[config.mk]
export PLATFORM = sky130hd
export DESIGN_NAME = touch_pen_event_generator_unit
export DESIGN_NICKNAME = d
export VERILOG_FILES = /design/src/sv/tpeg_pkg.sv /design/src/sv/tpeg_core.sv /design/src/sv/tpeg_result_fifo.sv /design/src/sv/touch_pen_event_generator_unit.sv
export SDC_FILE = /design/constraint.sdc
export NUM_CORES = 1
export LEC_CHECK = 0
export ABC_AREA = 1
export BUFFER_PORTS_ARGS = -buffer_cell sky130_fd_sc_hd__clkbuf_2
export CAP_MARGIN = 40
export CORE_ASPECT_RATIO = 1.1
export CORE_MARGIN = 4
export CORE_UTILIZATION = 35
export CTS_BUF_LIST = sky130_fd_sc_hd__clkbuf_8
export CTS_CLUSTER_DIAMETER = 150
export DETAILED_ROUTE_END_ITERATION = 8
export SETUP_SLACK_MARGIN = 0.1
export SKIP_LAST_GASP = 1
export SYNTH_ARGS = -nofsm -noshare
export SYNTH_HDL_FRONTEND = slang
export SYNTH_SLANG_ARGS = --single-unit
[constraint.sdc]
create_clock -name clk -period 10.15 [get_ports clk]
set_clock_uncertainty 0.2 [all_clocks]
set_input_delay 0.5075 -clock clk [delete_from_list [all_inputs] [get_ports clk]]
set_output_delay 0.5075 -clock clk [all_outputs]
set_load 0.01 [all_outputs]
[src/sv/tpeg_pkg.sv]
// Shared types, codes and constants for the touch pen event generator.
package tpeg_pkg;

  // Input item kinds
  localparam logic OP_SAMPLE = 1'b0;
  localparam logic OP_TICK   = 1'b1;

  // Event kinds
  localparam logic [1:0] EV_MOTION  = 2'd0;
  localparam logic [1:0] EV_PRESS   = 2'd1;
  localparam logic [1:0] EV_RELEASE = 2'd2;

  localparam logic [7:0]  RELEASE_TICKS_RESET = 8'd2;
  localparam logic [15:0] COORD_BASE          = 16'h00FF;

  // Result queue geometry (power of two depth)
  localparam int QDEPTH = 4;
  localparam int QPTR_W = $clog2(QDEPTH);
  localparam int QCNT_W = $clog2(QDEPTH + 1);

  typedef struct packed {
    logic        op;
    logic [15:0] raw_x;
    logic [15:0] raw_y;
  } in_t;

  typedef struct packed {
    logic [1:0]         event_kind;
    logic               button_held;
    logic signed [15:0] pos_x;
    logic signed [15:0] pos_y;
    logic               last_of_run;
  } out_t;

  // Events produced by one item, handed from the core to the queue
  typedef struct packed {
    logic [1:0] n;
    out_t       ev0;
    out_t       ev1;
  } push_t;

  // 255 - floor(raw / 2), two's complement in 16 bits
  function automatic logic [15:0] convert(input logic [15:0] raw);
    return 16'(COORD_BASE - {1'b0, raw[15:1]});
  endfunction

endpackage

[src/sv/tpeg_core.sv]
// Pen state registers and per-item event generation.
module tpeg_core import tpeg_pkg::*; (
  input  logic       clk,
  input  logic       rst,
  input  logic       take,
  input  in_t        item,
  input  logic [7:0] release_ticks,
  output push_t      push
);

  logic        pen_down, pen_down_next;
  logic [15:0] prev_x, prev_x_next;
  logic [15:0] prev_y, prev_y_next;
  logic [7:0]  idle_ticks, idle_ticks_next;

  logic [15:0] cx, cy;
  logic [7:0]  tick_count;

  assign cx = convert(item.raw_x);
  assign cy = convert(item.raw_y);
  assign tick_count = idle_ticks + 8'd1;

  always_comb begin
    pen_down_next   = pen_down;
    prev_x_next     = prev_x;
    prev_y_next     = prev_y;
    idle_ticks_next = idle_ticks;
    push            = '0;

    if (item.op == OP_SAMPLE) begin
      if (!pen_down) begin
        push.n   = 2'd2;
        push.ev0 = '{event_kind: EV_MOTION, button_held: 1'b0,
                     pos_x: cx, pos_y: cy, last_of_run: 1'b0};
        push.ev1 = '{event_kind: EV_PRESS, button_held: 1'b1,
                     pos_x: cx, pos_y: cy, last_of_run: 1'b1};
      end else if ((cx != prev_x) && (cy != prev_y)) begin
        push.n   = 2'd1;
        push.ev0 = '{event_kind: EV_MOTION, button_held: 1'b1,
                     pos_x: cx, pos_y: cy, last_of_run: 1'b1};
      end
      prev_x_next     = cx;
      prev_y_next     = cy;
      pen_down_next   = 1'b1;
      idle_ticks_next = '0;
    end else if (pen_down) begin
      idle_ticks_next = tick_count;
      if (tick_count == release_ticks) begin
        push.n        = 2'd1;
        push.ev0      = '{event_kind: EV_RELEASE, button_held: 1'b1,
                          pos_x: '0, pos_y: '0, last_of_run: 1'b1};
        pen_down_next = 1'b0;
      end
    end

    if (!take) begin
      push.n = 2'd0;
    end
  end

  always_ff @(posedge clk) begin
    if (rst) begin
      pen_down   <= 1'b0;
      prev_x     <= '0;
      prev_y     <= '0;
      idle_ticks <= '0;
    end else if (take) begin
      pen_down   <= pen_down_next;
      prev_x     <= prev_x_next;
      prev_y     <= prev_y_next;
      idle_ticks <= idle_ticks_next;
    end
  end

  // A sample always leaves the pen down
  a_sample_sets_down: assert property (@(posedge clk) disable iff (rst)
    (take && item.op == OP_SAMPLE) |=> pen_down)
    else $error("pen not down after sample");

  // A release only comes from a tick while the pen is down
  a_release_when_down: assert property (@(posedge clk) disable iff (rst)
    (push.n != 2'd0 && push.ev0.event_kind == EV_RELEASE) |-> (pen_down && item.op == OP_TICK))
    else $error("release without pen down");

  // A sample clears the idle tick counter
  a_idle_clear: assert property (@(posedge clk) disable iff (rst)
    (take && item.op == OP_SAMPLE) |=> (idle_ticks == 8'd0))
    else $error("idle counter not cleared by sample");

endmodule

[src/sv/tpeg_result_fifo.sv]
// Result queue: up to two writes per cycle, one read per cycle.
module tpeg_result_fifo import tpeg_pkg::*; (
  input  logic  clk,
  input  logic  rst,
  input  push_t push,
  output logic  room,
  output logic  out_valid,
  input  logic  out_ready,
  output out_t  out_data
);

  out_t              mem [QDEPTH];
  logic [QPTR_W-1:0] wr_ptr, rd_ptr;
  logic [QCNT_W-1:0] count, count_next;
  logic              pop;

  assign pop       = out_valid && out_ready;
  assign out_valid = (count != '0);
  assign out_data  = mem[rd_ptr];
  // Room for the largest burst one item can cause
  assign room      = (count <= QCNT_W'(QDEPTH - 2));

  assign count_next = count + QCNT_W'(push.n) - QCNT_W'(pop);

  always_ff @(posedge clk) begin
    if (rst) begin
      wr_ptr <= '0;
      rd_ptr <= '0;
      count  <= '0;
    end else begin
      wr_ptr <= wr_ptr + QPTR_W'(push.n);
      if (pop) begin
        rd_ptr <= rd_ptr + QPTR_W'(1);
      end
      count <= count_next;
    end
  end

  always_ff @(posedge clk) begin
    if (push.n != 2'd0) begin
      mem[wr_ptr] <= push.ev0;
    end
    if (push.n == 2'd2) begin
      mem[wr_ptr + QPTR_W'(1)] <= push.ev1;
    end
  end

  a_no_overflow: assert property (@(posedge clk) disable iff (rst)
    count <= QCNT_W'(QDEPTH))
    else $error("result queue overflow");

  a_push_fits: assert property (@(posedge clk) disable iff (rst)
    (push.n != 2'd0) |-> room)
    else $error("push without room");

  a_count_track: assert property (@(posedge clk) disable iff (rst)
    (push.n == 2'd0 && !pop) |=> $stable(count))
    else $error("queue count moved without transfer");

endmodule

[src/sv/touch_pen_event_generator_unit.sv]
// Top level of the touch pen event generator: config register, pen core, result queue.
//
// Turns touch samples and vertical-blank ticks into pointer events. A sample
// while the pen is idle yields motion (no button) then press; a sample while
// the pen is down yields motion only when both coordinates changed; a tick
// while down advances the idle counter and yields a release at 0,0 once it
// equals release_ticks. Rate: one input transfer per cycle while the
// four-entry result queue has room for two events, so a slow output side
// holds the input; each event leaves on its own output transfer, so an
// item with two events takes two output transfers.
// The first event enters the result queue in the cycle after the input transfer.
// release_ticks resets to 2 and is written through the cfg channel, which is
// always ready; write it only while no events are outstanding.
module touch_pen_event_generator_unit import tpeg_pkg::*; (
  input  logic       clk,
  input  logic       rst,
  // input items
  input  logic       in_valid,
  output logic       in_ready,
  input  in_t        in_data,
  // events
  output logic       out_valid,
  input  logic       out_ready,
  output out_t       out_data,
  // release_ticks register
  input  logic       cfg_valid,
  output logic       cfg_ready,
  input  logic [7:0] cfg_data
);

  logic [7:0] release_ticks;
  logic       room;
  logic       take;
  push_t      push;

  assign cfg_ready = 1'b1;
  assign in_ready  = room;
  assign take      = in_valid && in_ready;

  always_ff @(posedge clk) begin
    if (rst) begin
      release_ticks <= RELEASE_TICKS_RESET;
    end else if (cfg_valid && cfg_ready) begin
      release_ticks <= cfg_data;
    end
  end

  // state update and event build for the accepted item
  tpeg_core u_core (
    .clk           (clk),
    .rst           (rst),
    .take          (take),
    .item          (in_data),
    .release_ticks (release_ticks),
    .push          (push)
  );

  // events wait here until the consumer takes them
  tpeg_result_fifo u_fifo (
    .clk       (clk),
    .rst       (rst),
    .push      (push),
    .room      (room),
    .out_valid (out_valid),
    .out_ready (out_ready),
    .out_data  (out_data)
  );

endmodule

Yosys cells after proc, flatten, opt, wreduce, memory -nomap -nowiden --
Memories as Yosys holds them, arrays and structs flattened. A register that Yosys moved wholly into a read port is not among the register bits. Index checks and enable logic that the tools add are counted.
Word-level totals: flip-flop bits (word level) 56, bits in writable memories 144, output and inout port bits 39, word-level logic and storage cells 50, memories kept 1
Memories:
- u_fifo.mem | depth 4, width 36, rd ports 1, clocked after memory_dff 1, write ports 2, RTL line tpeg_result_fifo.sv:12 | out_t mem [QDEPTH];
Cells by class: $add $sub $neg 8, $lt $le $gt $ge 1, equality and inequality tests 5, mux-type cells 19, bitwise operators 1, reductions and logical operators 7
Operator list (count):
- 38-bit two-way mux | 3
- 37-bit two-way mux | 2
- 35-bit two-way mux | 2
- 16-bit inequality test | 2
- 8-bit by 15-bit subtractor with 16-bit output, first input constant | 2
- 8-bit two-way mux | 2
- 8-bit by 1-bit adder with 8-bit output, second input constant | 1
- 8-bit equality test | 1
- 1-bit two-way mux | 7
- 2-bit two-way mux | 3
- 2-bit by 1-bit adder with 2-bit output, second input constant | 2
- 2-bit AND reduction | 2
- 3-bit by 2-bit adder with 3-bit output | 1
- 3-bit by 2-bit less-or-equal comparator with 1-bit output, second input constant | 1
- 1-bit logical AND | 3
- 3-bit nonzero test | 1
- 3-bit by 1-bit subtractor with 3-bit output | 1
- 2-bit adder | 1
- 2-bit equality test, second input constant | 1
- 2-bit by 1-bit inequality test with 1-bit output, second input constant | 1
- 2-bit nonzero test | 1
- 1-bit inverter | 1

Longest topological paths before layout --
Gate-level depths: netlist (run 1).
depth in word-level cells 10, depth in mapped cells 22, depth with buffers taken out 21

By module --
A second synthesis (run 1) with hierarchy kept.
Second synthesis, totals: cells, all modules 1311, area total of the unflattened synthesis 11464.7 um^2
Modules (own cells, without submodules):
- tpeg_result_fifo | instances 1, cells each 767, area an instance 8137.8 um^2, seq. area each 4504.3 um^2
- tpeg_core | instances 1, cells each 490, area an instance 2969.1 um^2, seq. area each 820.8 um^2
- touch_pen_event_generator_unit | instances 1, cells each 54, area an instance 357.8 um^2, seq. area each 160.2 um^2

Worst setup path before layout (run 1) --
Ideal clock, no wire load.
path type input port to flip-flop, start point input in_data[9] in the netlist's numbering, end point memory u_fifo.mem[0][10] in the netlist's numbering (enable), library setup time 392 ps, arrival 2984 ps, required time 9558 ps, setup slack 6575 ps, cell stages on the path 18, buffers on the path 3, cell sequence inv_1 > buf_2 > ha_1 > xor2_2 > nand2_1 > nand2_1 > nor2_1 > nand2_1 > nor2_1 > nand3_1 > nand3_1 > nand2_2 > nand2_2 > nand2_4 > buf_12 > nand2_4 > buf_6 > nand2_1
RTL lines:
- start: declaration | RTL line touch_pen_event_generator_unit.sv:20 | input in_t in_data,
- end: declaration | RTL line tpeg_result_fifo.sv:12

==> run summary, run 1 <==
The delay of the slowest critical-path stage came out at 0.76 ns. The headroom to the max-slew limit is 36.85%. The CTS tree is done. The synthesized design contains 198 register bits. The effective utilization at floorplan is 35.92%.

The number of different library cells used by synthesis comes to 36. The die outline height is 183.5 um. In this run the cell area of the synthesized design comes to 9796 sq um.

STA classifies the critical path endpoint as a flip-flop. The reported leakage power came out at 0.004204 uW. The count of non-filler cells in the finished layout is 1506. The count of max-cap constraint violations is 0. Clock latency on the worst-skew pair, taken at its later pin, is 0.49 ns. The share of cells above drive strength 1 came out at 14.36%. The total CTS buffers is 17. For this run, the leading register cell type out of synthesis is sky130_fd_sc_hd__edfxtp_1. In this run the worst setup path begins at u_fifo.count[1]. For this run, the top clock speed supported by timing is 0.2210 GHz. The count of placed standard cells including taps is 1474.

In this run the critical register-to-register path is launched from u_fifo.count[1]. Post-CTS timing repair inserted 0 buffers for setup. The total negative setup slack is 0 ns. The total power divided by cell area is 195.3 nW/um^2. The number of hold-slack violations in the final timing report came out at 0. The clock-pin slew on the worst setup and hold paths came out at 0.11 ns.

The share of synthesized registers carrying an async set or reset is 0%. The global route total overflow came out at 0. The min-delay analysis places its worst path in the category in2reg. The critical path arrival came out at 4.48 ns.

The share of the core filled with cells came out at 40.03%. The H-tree depth is 4. The total of endpoints with negative setup slack in the final report is 0. The worst hold margin is 0.03982 ns.

The kind of start point of the critical path is a flip-flop. The slew at the pin with the worst max-slew slack came out at 0.9451 ns. The number of global-route vias before repair is 7833. The total of hold buffers inserted after clock tree synthesis is 0.

The fraction of the cycle the final worst path needs came out at 44.59%. The slowest stage of the critical path belongs to the cell sky130_fd_sc_hd__nor2_4. The die area is 30730 sq um.

The horizontal extent of the die came out at 167.5 um. The routed via count divided by cell count came out at 5.443. The iteration count of the initial detailed-routing pass is 5. The critical path is of the reg2reg type. The number of flops mapped to enable cells by yosys is 136.

For this design the top-level I/O count stands at 85. The minimum clock period after layout is 4.525 ns. The Yosys step of the flow raised 0 warnings.

Summing all flip-flop and latch instances after layout gives 5326 sq um. The sequential fraction of design power is 46.3%. In this run the remaining antenna-violating nets after routing total 0. The flow ran to the end, and the final reports show no timing, DRC or antenna violations.

The commonest cells after synthesis are sky130_fd_sc_hd__o22ai_1 (163), sky130_fd_sc_hd__nand2_1 (153), sky130_fd_sc_hd__edfxtp_1 (136), sky130_fd_sc_hd__o21ai_0 (118), sky130_fd_sc_hd__nor2_1 (116). The post-synthesis cell count is 1088. The post-layout net count came out at 1190. The global router's overall resource usage came out at 18.00%. The remaining routing DRC violations came out at 0. Ranked by total cell area, the synthesized netlist is headed by sky130_fd_sc_hd__edfxtp_1 (42%), sky130_fd_sc_hd__dfxtp_1 (13%), sky130_fd_sc_hd__o22ai_1 (10%). The routed design has 28130 um of wire. The first global-routing pass estimated 43660 um of wire. The cell sitting at the root of the clock tree is a sky130_fd_sc_hd__clkbuf_8. The post-cts resize count came out at 0.

The highest ir drop seen on vdd came out at 87.99 uV. The most common cell in the synthesized netlist is sky130_fd_sc_hd__o22ai_1. Summing over every cut layer, the via total after detailed routing is 8197.

Data on the critical path is required at its endpoint by 10.10 ns. The detailed placer's ending HPWL came out at 16930 um. The clock net in this run drives a total of 198 sinks.

The internal portion of total power is 1391 uW. Input and output buffers added on the ports amount to 81. The placeable core region came out at 27270 sq um. Of the synthesized area, sequential elements account for 54.36%. The repair_antennas step left the layout with diodes totalling 0.

The average wire per cell in the routed design is 18.68 um. The DRC violation total after the first TritonRoute iteration came out at 774. The switching part of the total power is 34.77%.

Traced cell by cell, the critical path runs through a21oi_2 > nand2_1 > nor2_4 > inv_2 > nor2_4 > inv_2 > nand2_4 > nand2_4 > nand2_1 > buf_4. Routability-driven placement finished with a final weighted congestion of 0.7769. The layout has 2743 filler cells. In this run the most critical hold path is launched from cfg_data[5]. The initial antenna violation count came out at 2. The part of the power in combinational logic came out at 27.9%.

The top cell type by total area after synthesis is sky130_fd_sc_hd__edfxtp_1. The net switching power of the design is 741.2 uW. The per-instance average area after synthesis is 9.003 sq um. The maximum clock insertion buffer count came out at 2. The largest net degree at the start of global routing came out at 72.

The net count after synthesis is 1142. Setup repair after global routing left no endpoint under its margin. The area overhead of the layout relative to synthesis came out at 11.44%. The maximum fanout along the worst path is 37. The number of core rows is 63. In the final layout, the multi-input gates occupy 3769 sq um. In this run the biggest area consumer among cell types represents 41.69% of the synthesized area. The number of pins with negative max-slew slack in the final report is 0. The fraction of power consumed by the clock network came out at 25.8%.
-- worst paths after layout --
check	end	slack, ns	cells past startpoint
worst min register to register	flip-flop	0.28	2
worst min-delay path	release_ticks[5]	0.04	3
worst max register to register	u_fifo.mem[0][34]	5.62	10
worst max-delay path	u_fifo.mem[0][34]	5.62	10
-- critical path, delay by kind of cell, from the launching register on --
kind / cells / cell delay [ns]
compound gates: 1 / 0.15
buf+inv: 3 / 1.04
flops: 1 / 0.35
simple gates: 6 / 2.42
-- cell type report --
type / instances / area share, %
tap: 357 / 4.092
inverter: 96 / 3.301
clock buffer: 17 / 2.143
timing repair buffer: 98 / 5.433
clock inverter: 15 / 1.719
sequential: 198 / 48.79
multi-input combinational: 725 / 34.52
-- metal layers --
layer	routed length (um)	vias up	track usage, %
met4	465	4	5.584
met3	2442	36	4.129
met2	13250	337	29.57
met5	15	-	0
met1	11960	3862	23.83
li1	-	3958	-
-- registers in the layout, summed over array words and instances (netlist names), named ones only --
name,count
u_fifo.mem,140
u_core.prev_x,16
u_core.prev_y,16
release_ticks,8
u_core.idle_ticks,8
u_fifo.count,3
u_fifo.rd_ptr,2
u_fifo.wr_ptr,2
u_core.pen_down,1
-- layout by cell type, fill, tap and decap left out, types with 2 or more instances in the layout --
cell type,n
sky130_fd_sc_hd__a21oi_1,54
sky130_fd_sc_hd__buf_16,2
sky130_fd_sc_hd__buf_4,13
sky130_fd_sc_hd__bufinv_16,3
sky130_fd_sc_hd__clkbuf_2,81
sky130_fd_sc_hd__clkbuf_8,17
sky130_fd_sc_hd__dfxtp_1,61
sky130_fd_sc_hd__edfxtp_1,136
sky130_fd_sc_hd__ha_1,7
sky130_fd_sc_hd__inv_1,92
sky130_fd_sc_hd__inv_2,4
sky130_fd_sc_hd__inv_6,7
sky130_fd_sc_hd__nand2_1,152
sky130_fd_sc_hd__nand2_2,8
sky130_fd_sc_hd__nand2_4,3
sky130_fd_sc_hd__nand3_1,53
sky130_fd_sc_hd__nand3_2,3
sky130_fd_sc_hd__nand3b_1,5
sky130_fd_sc_hd__nand4_1,9
sky130_fd_sc_hd__nand4_2,2
sky130_fd_sc_hd__nor2_1,116
sky130_fd_sc_hd__nor2_2,6
sky130_fd_sc_hd__nor2_4,4
sky130_fd_sc_hd__o21ai_0,118
sky130_fd_sc_hd__o21bai_1,2
sky130_fd_sc_hd__o22ai_1,163
sky130_fd_sc_hd__xnor2_1,3
sky130_fd_sc_hd__xor2_1,9
-- metrics by stage --
| step | power, uW | instance area, sq um | setup slack [ns] |
|---|---|---|---|
| floorplan | 1384 | 9796 | 6.575 |
| CTS | 2144 | 10920 | 5.644 |
| finish | 2132 | 10920 | 5.625 |
| detailed placement | 1606 | 10500 | 5.485 |
| global route | 2250 | 10920 | 5.338 |
| global placement | 1585 | 10410 | 4.995 |
-- power by group through the flow --
stage	logic [uW]	clock network [uW]	registers [uW]
after floorplan	385	0	999
after global placement	582	0	1000
after detailed placement	600	0	1010
after CTS	601	556	987
after global routing	664	589	997
final	595	549	988
-- kinds of logic after synthesis --
family / Yosys count / share of synthesized area [%]
and+or+nand+nor: 364 / 16.52
AOI/OAI and AO/OA: 339 / 19.56
DFF: 198 / 54.36
buffers and inverters: 165 / 7.191
xor gates and xnor gates: 13 / 1.239
adders and majority gates: 8 / 1.098
other: 1 / 0.03828
Note: power is estimated with default switching activity, not from simulation.
==> run 2: changes to the inputs <==
- ABC_AREA: 1 -> 0
- clock period: 10.15 -> 4.1 ns (I/O delays scaled with it)
==> run 2 against run 1 <==
  * Hold slack got worse by 0.015 ns
  * Combinational power rose by 150%
  * Synthesized cell count shrank 29%
  * Worst setup slack worse by 5.3 ns
  * Utilization grew 2.7 points
  * Cell area up 0.13%
  * Count of clock-buffer cells in the layout unchanged
  * Die area decreased by 5.8%
  * Critical path type is now in2reg
==> run summary, run 2 <==
The path class of the lowest-slack min-delay path is in2reg (unchanged). The weighted congestion at the end of routability-driven global placement is 0.7774 (was 0.7769). The initial antenna violation count came out at 0 (was 2). The latest clock arrival within the worst-skew pair came out at 0.48 ns (was 0.49 ns). The fraction of the cycle the final worst path needs is 91.46%.

The largest net degree at the start of global routing is 58 (was 72). Cell types with the largest area share after synthesis: sky130_fd_sc_hd__edfxtp_1 (44%), sky130_fd_sc_hd__dfxtp_1 (13%), sky130_fd_sc_hd__mux4_2 (8.6%) (was sky130_fd_sc_hd__edfxtp_1 (42%), sky130_fd_sc_hd__dfxtp_1 (13%), sky130_fd_sc_hd__o22ai_1 (10%)). The post-synthesis cell count is 768 (was 1088). The number of port buffers is 81 (unchanged). The fraction of synthesized cell area taken by the top area cell type came out at 44.40% (was 41.69%). The least setup slack across all paths after layout is 0.3500 ns (was 5.625 ns). The total area of sequential cells is 5329 sq um (was 5326 sq um). The kind of start point of the critical path is an input pin (was flip-flop).

The part of the Yosys area used for sequential elements came to 57.89% (was 54.36%). The cell at the root of the clock tree is sky130_fd_sc_hd__clkbuf_8 (unchanged). The number of pins with negative max-slew slack in the final report came to 0 (unchanged).

The net count after synthesis is 822 (was 1142). The share of cells above drive strength 1 is 21.12% (was 14.36%). The critical path arrival is 3.89 ns (was 4.48 ns). Run status: finished, final reports clean (unchanged).

The headroom to the max-slew limit is 46.29% (was 36.85%). The number of cells on the worst reg-to-reg path is 13 (was 10). The clock-pin slew on the worst setup and hold paths is 0.10 ns (was 0.11 ns). The maximum clock insertion buffer count is 2 (unchanged).

The most crowded layer after global routing is met2 (unchanged). The flip-flop and latch count after synthesis was 198 (unchanged). The clock sink total came out at 198 (unchanged). The number of core rows came to 61 (was 63). The die outline height is 178.0 um (was 183.5 um). The total negative setup slack came out at 0 ns (unchanged). The top cell type by total area after synthesis was sky130_fd_sc_hd__edfxtp_1 (unchanged). The met3 track utilization from global routing came out at 2.565% (was 4.129%).

The dominant synthesized flop cell is sky130_fd_sc_hd__edfxtp_1 (unchanged). The number of cells on the worst hold path came out at 3 (unchanged). The average wire per cell in the routed design is 17.85 um (was 18.68 um). The met2 layer usage reported by global route is 26.60% (was 29.57%). The effective utilization at floorplan came out at 35.98% (was 35.92%). Top Registers: u_fifo.mem x140, u_core.prev_x x16, u_core.prev_y x16 (unchanged).

The maximum operating frequency is 0.2667 GHz. The global route total overflow is 0 (unchanged). The footprint of the multi-input gates was 3640 sq um (was 3769 sq um).

The post-layout net count came out at 931 (was 1190). The data required time of the worst path is 4.24 ns (was 10.10 ns). The count of unique library cells instantiated by Yosys came out at 60 (was 36). The post-CTS setup buffer count is 0 (unchanged). The Yosys warning count came out at 0 (unchanged). The count of boundary I/O pins came out at 85 (unchanged). The largest register by flop count is u_fifo.mem (unchanged). RSZ-0062 raised after global routing: false (unchanged).

The flip-flop count of the largest register after layout is 140 (unchanged). The horizontal extent of the die is 162.6 um (was 167.5 um). The capture point of the worst reg-to-reg path was u_fifo.count[2] (was u_fifo.mem[0][34]). The detailed placer's ending HPWL is 14020 um (was 16930 um).

The post-synthesis instance area came out at 9199 sq um (was 9796 sq um). The CTS tree is done (unchanged). The total of endpoints with negative setup slack in the final report was 0 (unchanged).

Commonest cells after routing, fill and taps aside: sky130_fd_sc_hd__edfxtp_1 (136), sky130_fd_sc_hd__nor2_1 (127), sky130_fd_sc_hd__clkbuf_2 (81), sky130_fd_sc_hd__nor3_1 (74), sky130_fd_sc_hd__dfxtp_1 (59) (was sky130_fd_sc_hd__o22ai_1 (163), sky130_fd_sc_hd__nand2_1 (152), sky130_fd_sc_hd__edfxtp_1 (136), sky130_fd_sc_hd__o21ai_0 (118), sky130_fd_sc_hd__nor2_1 (116)). The die area came out at 28940 sq um (was 30730 sq um). The routed via count divided by cell count came out at 5.095 (was 5.443).

The met1 demand-to-capacity share in global routing came to 20.87% (was 23.83%). The maximum fanout along the worst path came to 5 (was 37). The area overhead of the layout relative to synthesis is 18.82% (was 11.44%). The placeable core region came out at 25570 sq um (was 27270 sq um). The via total after detailed routing is 6298 (was 8197). The slew at the pin with the worst max-slew slack is 0.8027 ns (was 0.9451 ns).

The worst setup path category was in2reg (was reg2reg). The total power divided by cell area is 484.9 nW/um^2 (was 195.3 nW/um^2). The remaining routing DRC violations came out at 0 (unchanged). The share of synthesized registers carrying an async set or reset was 0% (unchanged). The first-pass GRT wire length came to 35250 um (was 43660 um).

The count of antenna diodes in the layout is 0 (unchanged). The total CTS buffers is 17 (unchanged). The remaining antenna violation count came out at 0 (unchanged). The number of global-route vias before repair came to 6449 (was 7833).

The number of hold-slack violations in the final timing report came out at 0 (unchanged). The count of max-cap constraint violations came out at 0 (unchanged). The cell with the most instances after synthesis is sky130_fd_sc_hd__edfxtp_1 (was sky130_fd_sc_hd__o22ai_1). The reported leakage power came out at 0.003830 uW (was 0.004204 uW).

The launch instance of the worst register-to-register path is u_core.idle_ticks[0] (was u_fifo.count[1]). The reg-to-reg setup timing slack was 0.55 ns (was 5.62 ns). The per-instance average area after synthesis came out at 11.98 sq um (was 9.003 sq um). The detailed-route wire length came out at 22060 um (was 28130 um). The H-tree depth came out at 4 (unchanged). The DRC violation total after the first TritonRoute iteration is 302 (was 774). The global router's overall resource usage came out at 15.67% (was 18.00%). The worst hold path endpoint was u_fifo.mem[2][16] (was release_ticks[5]). The commonest non-fill, non-tap cell in the layout is sky130_fd_sc_hd__edfxtp_1 (was sky130_fd_sc_hd__o22ai_1). The highest ir drop seen on vdd is 214.4 uV (was 87.99 uV). The minimum clock period after layout is 3.750 ns. The iteration count of the initial detailed-routing pass came out at 4 (was 5). The startpoint of the most critical hold path is in_data[14] (was cfg_data[5]).

The endpoint type of the worst setup path is a flip-flop (unchanged). Synth top cells by count: sky130_fd_sc_hd__edfxtp_1 (136), sky130_fd_sc_hd__nor2_1 (128), sky130_fd_sc_hd__nor3_1 (74), sky130_fd_sc_hd__dfxtp_1 (62), sky130_fd_sc_hd__xnor2_1 (39) (was sky130_fd_sc_hd__o22ai_1 (163), sky130_fd_sc_hd__nand2_1 (153), sky130_fd_sc_hd__edfxtp_1 (136), sky130_fd_sc_hd__o21ai_0 (118), sky130_fd_sc_hd__nor2_1 (116)). The number of flops mapped to enable cells by yosys is 136 (unchanged).

The count of filler cells inserted in the layout came out at 2421 (was 2743). The placement-stage worst setup slack came out at 0.2111 ns (was 5.485 ns).
run 2: cell count changes after synthesis, moves of 25 or more:
cell,change
sky130_fd_sc_hd__nand2_1,-127
sky130_fd_sc_hd__mux4_2,+35
sky130_fd_sc_hd__nand3_1,-47
sky130_fd_sc_hd__a21oi_1,-25
sky130_fd_sc_hd__xnor2_1,+36
sky130_fd_sc_hd__o22ai_1,-161
sky130_fd_sc_hd__o21ai_0,-101
sky130_fd_sc_hd__nor3_1,+74
sky130_fd_sc_hd__inv_1,-72
run 2: how the worst max path moves through the flow:
stage,from,to,depth (start not counted)
floorplan,u_core.idle_ticks[0],u_fifo.mem[2][10],9
global placement,in_data[9],u_fifo.count[2],15
detailed placement,in_data[9],u_fifo.count[2],15
CTS,in_data[9],u_fifo.count[2],16
global route,in_data[9],u_fifo.count[2],16
finish,in_data[9],u_fifo.count[2],16
run 2: report_power, final:
| part | switching (uW) | total, uW | internal, uW | leakage (uW) |
|---|---|---|---|---|
| clock | 747 | 1370 | 620 | 0.000212 |
| sequential | 122 | 2470 | 2350 | 0.00178 |
| combinational | 813 | 1460 | 648 | 0.00184 |
| total | 1680 | 5300 | 3620 | 0.00383 |
run 2: cell type report:
type	count	area share (%)
inverters	19	0.6525
clock inverters	15	1.740
repair buffers	142	9.455
well taps	346	3.961
clock buffers	17	2.141
multi-input cells	499	33.30
flip-flops and latches	198	48.75
run 2: cell families (layout without fill, tap and decap cells):
family | after synthesis | count (layout) | synth area share [%]
buffers and inverters | 71 | 193 | 3.237
XOR/XNOR | 61 | 61 | 6.420
other | 1 | 1 | 0.04077
multiplexers | 42 | 42 | 9.331
AO/OA/AOI/OAI | 96 | 96 | 6.951
adder cells (fa/ha/maj) | 8 | 8 | 1.170
flip-flops | 198 | 198 | 57.89
AND/OR/NAND/NOR | 291 | 291 | 14.96
run 2: per-layer routing:
layer / vias up / routed length [um] / share of wire [%]
met5: - / 0 / 0
met3: 20 / 924 / 4.2
met4: 0 / 274 / 1.2
met1: 3120 / 10010 / 45
li1: 3036 / - / -
met2: 122 / 10850 / 49
run 2: stage by stage:
step                area, sq um  hold slack [ns]  instances  total power, uW  utilization (%)
CTS                       10920         0.003217       1236             5366            42.71
floorplan                  9199           0.1006        768             3431                -
finish                    10930          0.02520       1236             5300            42.75
global placement          10090           0.2130       1165             3952            39.48
global route              10930          0.03749       1236             5577            42.75
detailed placement        10110           0.2188       1166             3978            39.56
run 2: timing repair:
action / 4_1_cts / 5_1_grt
setup endpoints to repair: 0 / 1
endpoints found under the hold margin: 97 / 0
resized for setup: 0 / 2
hold buffers: 38 / 0
run 2: worst max-delay path: stages:
cell and delay (ns):
sky130_fd_sc_hd__dlygate4sd3_1 0.55, sky130_fd_sc_hd__clkbuf_2 0.15, sky130_fd_sc_hd__inv_1 0.13, sky130_fd_sc_hd__ha_1 0.26, sky130_fd_sc_hd__nor3b_2 0.26, sky130_fd_sc_hd__xnor3_1 0.24, sky130_fd_sc_hd__o21bai_1 0.20, sky130_fd_sc_hd__nor4_2 0.38
sky130_fd_sc_hd__a21oi_1 0.13, sky130_fd_sc_hd__a31oi_1 0.29, sky130_fd_sc_hd__nor2_1 0.11, sky130_fd_sc_hd__ha_1 0.21, sky130_fd_sc_hd__fa_1 0.37, sky130_fd_sc_hd__xor2_1 0.19, sky130_fd_sc_hd__xnor2_1 0.14, sky130_fd_sc_hd__nor2_1 0.05
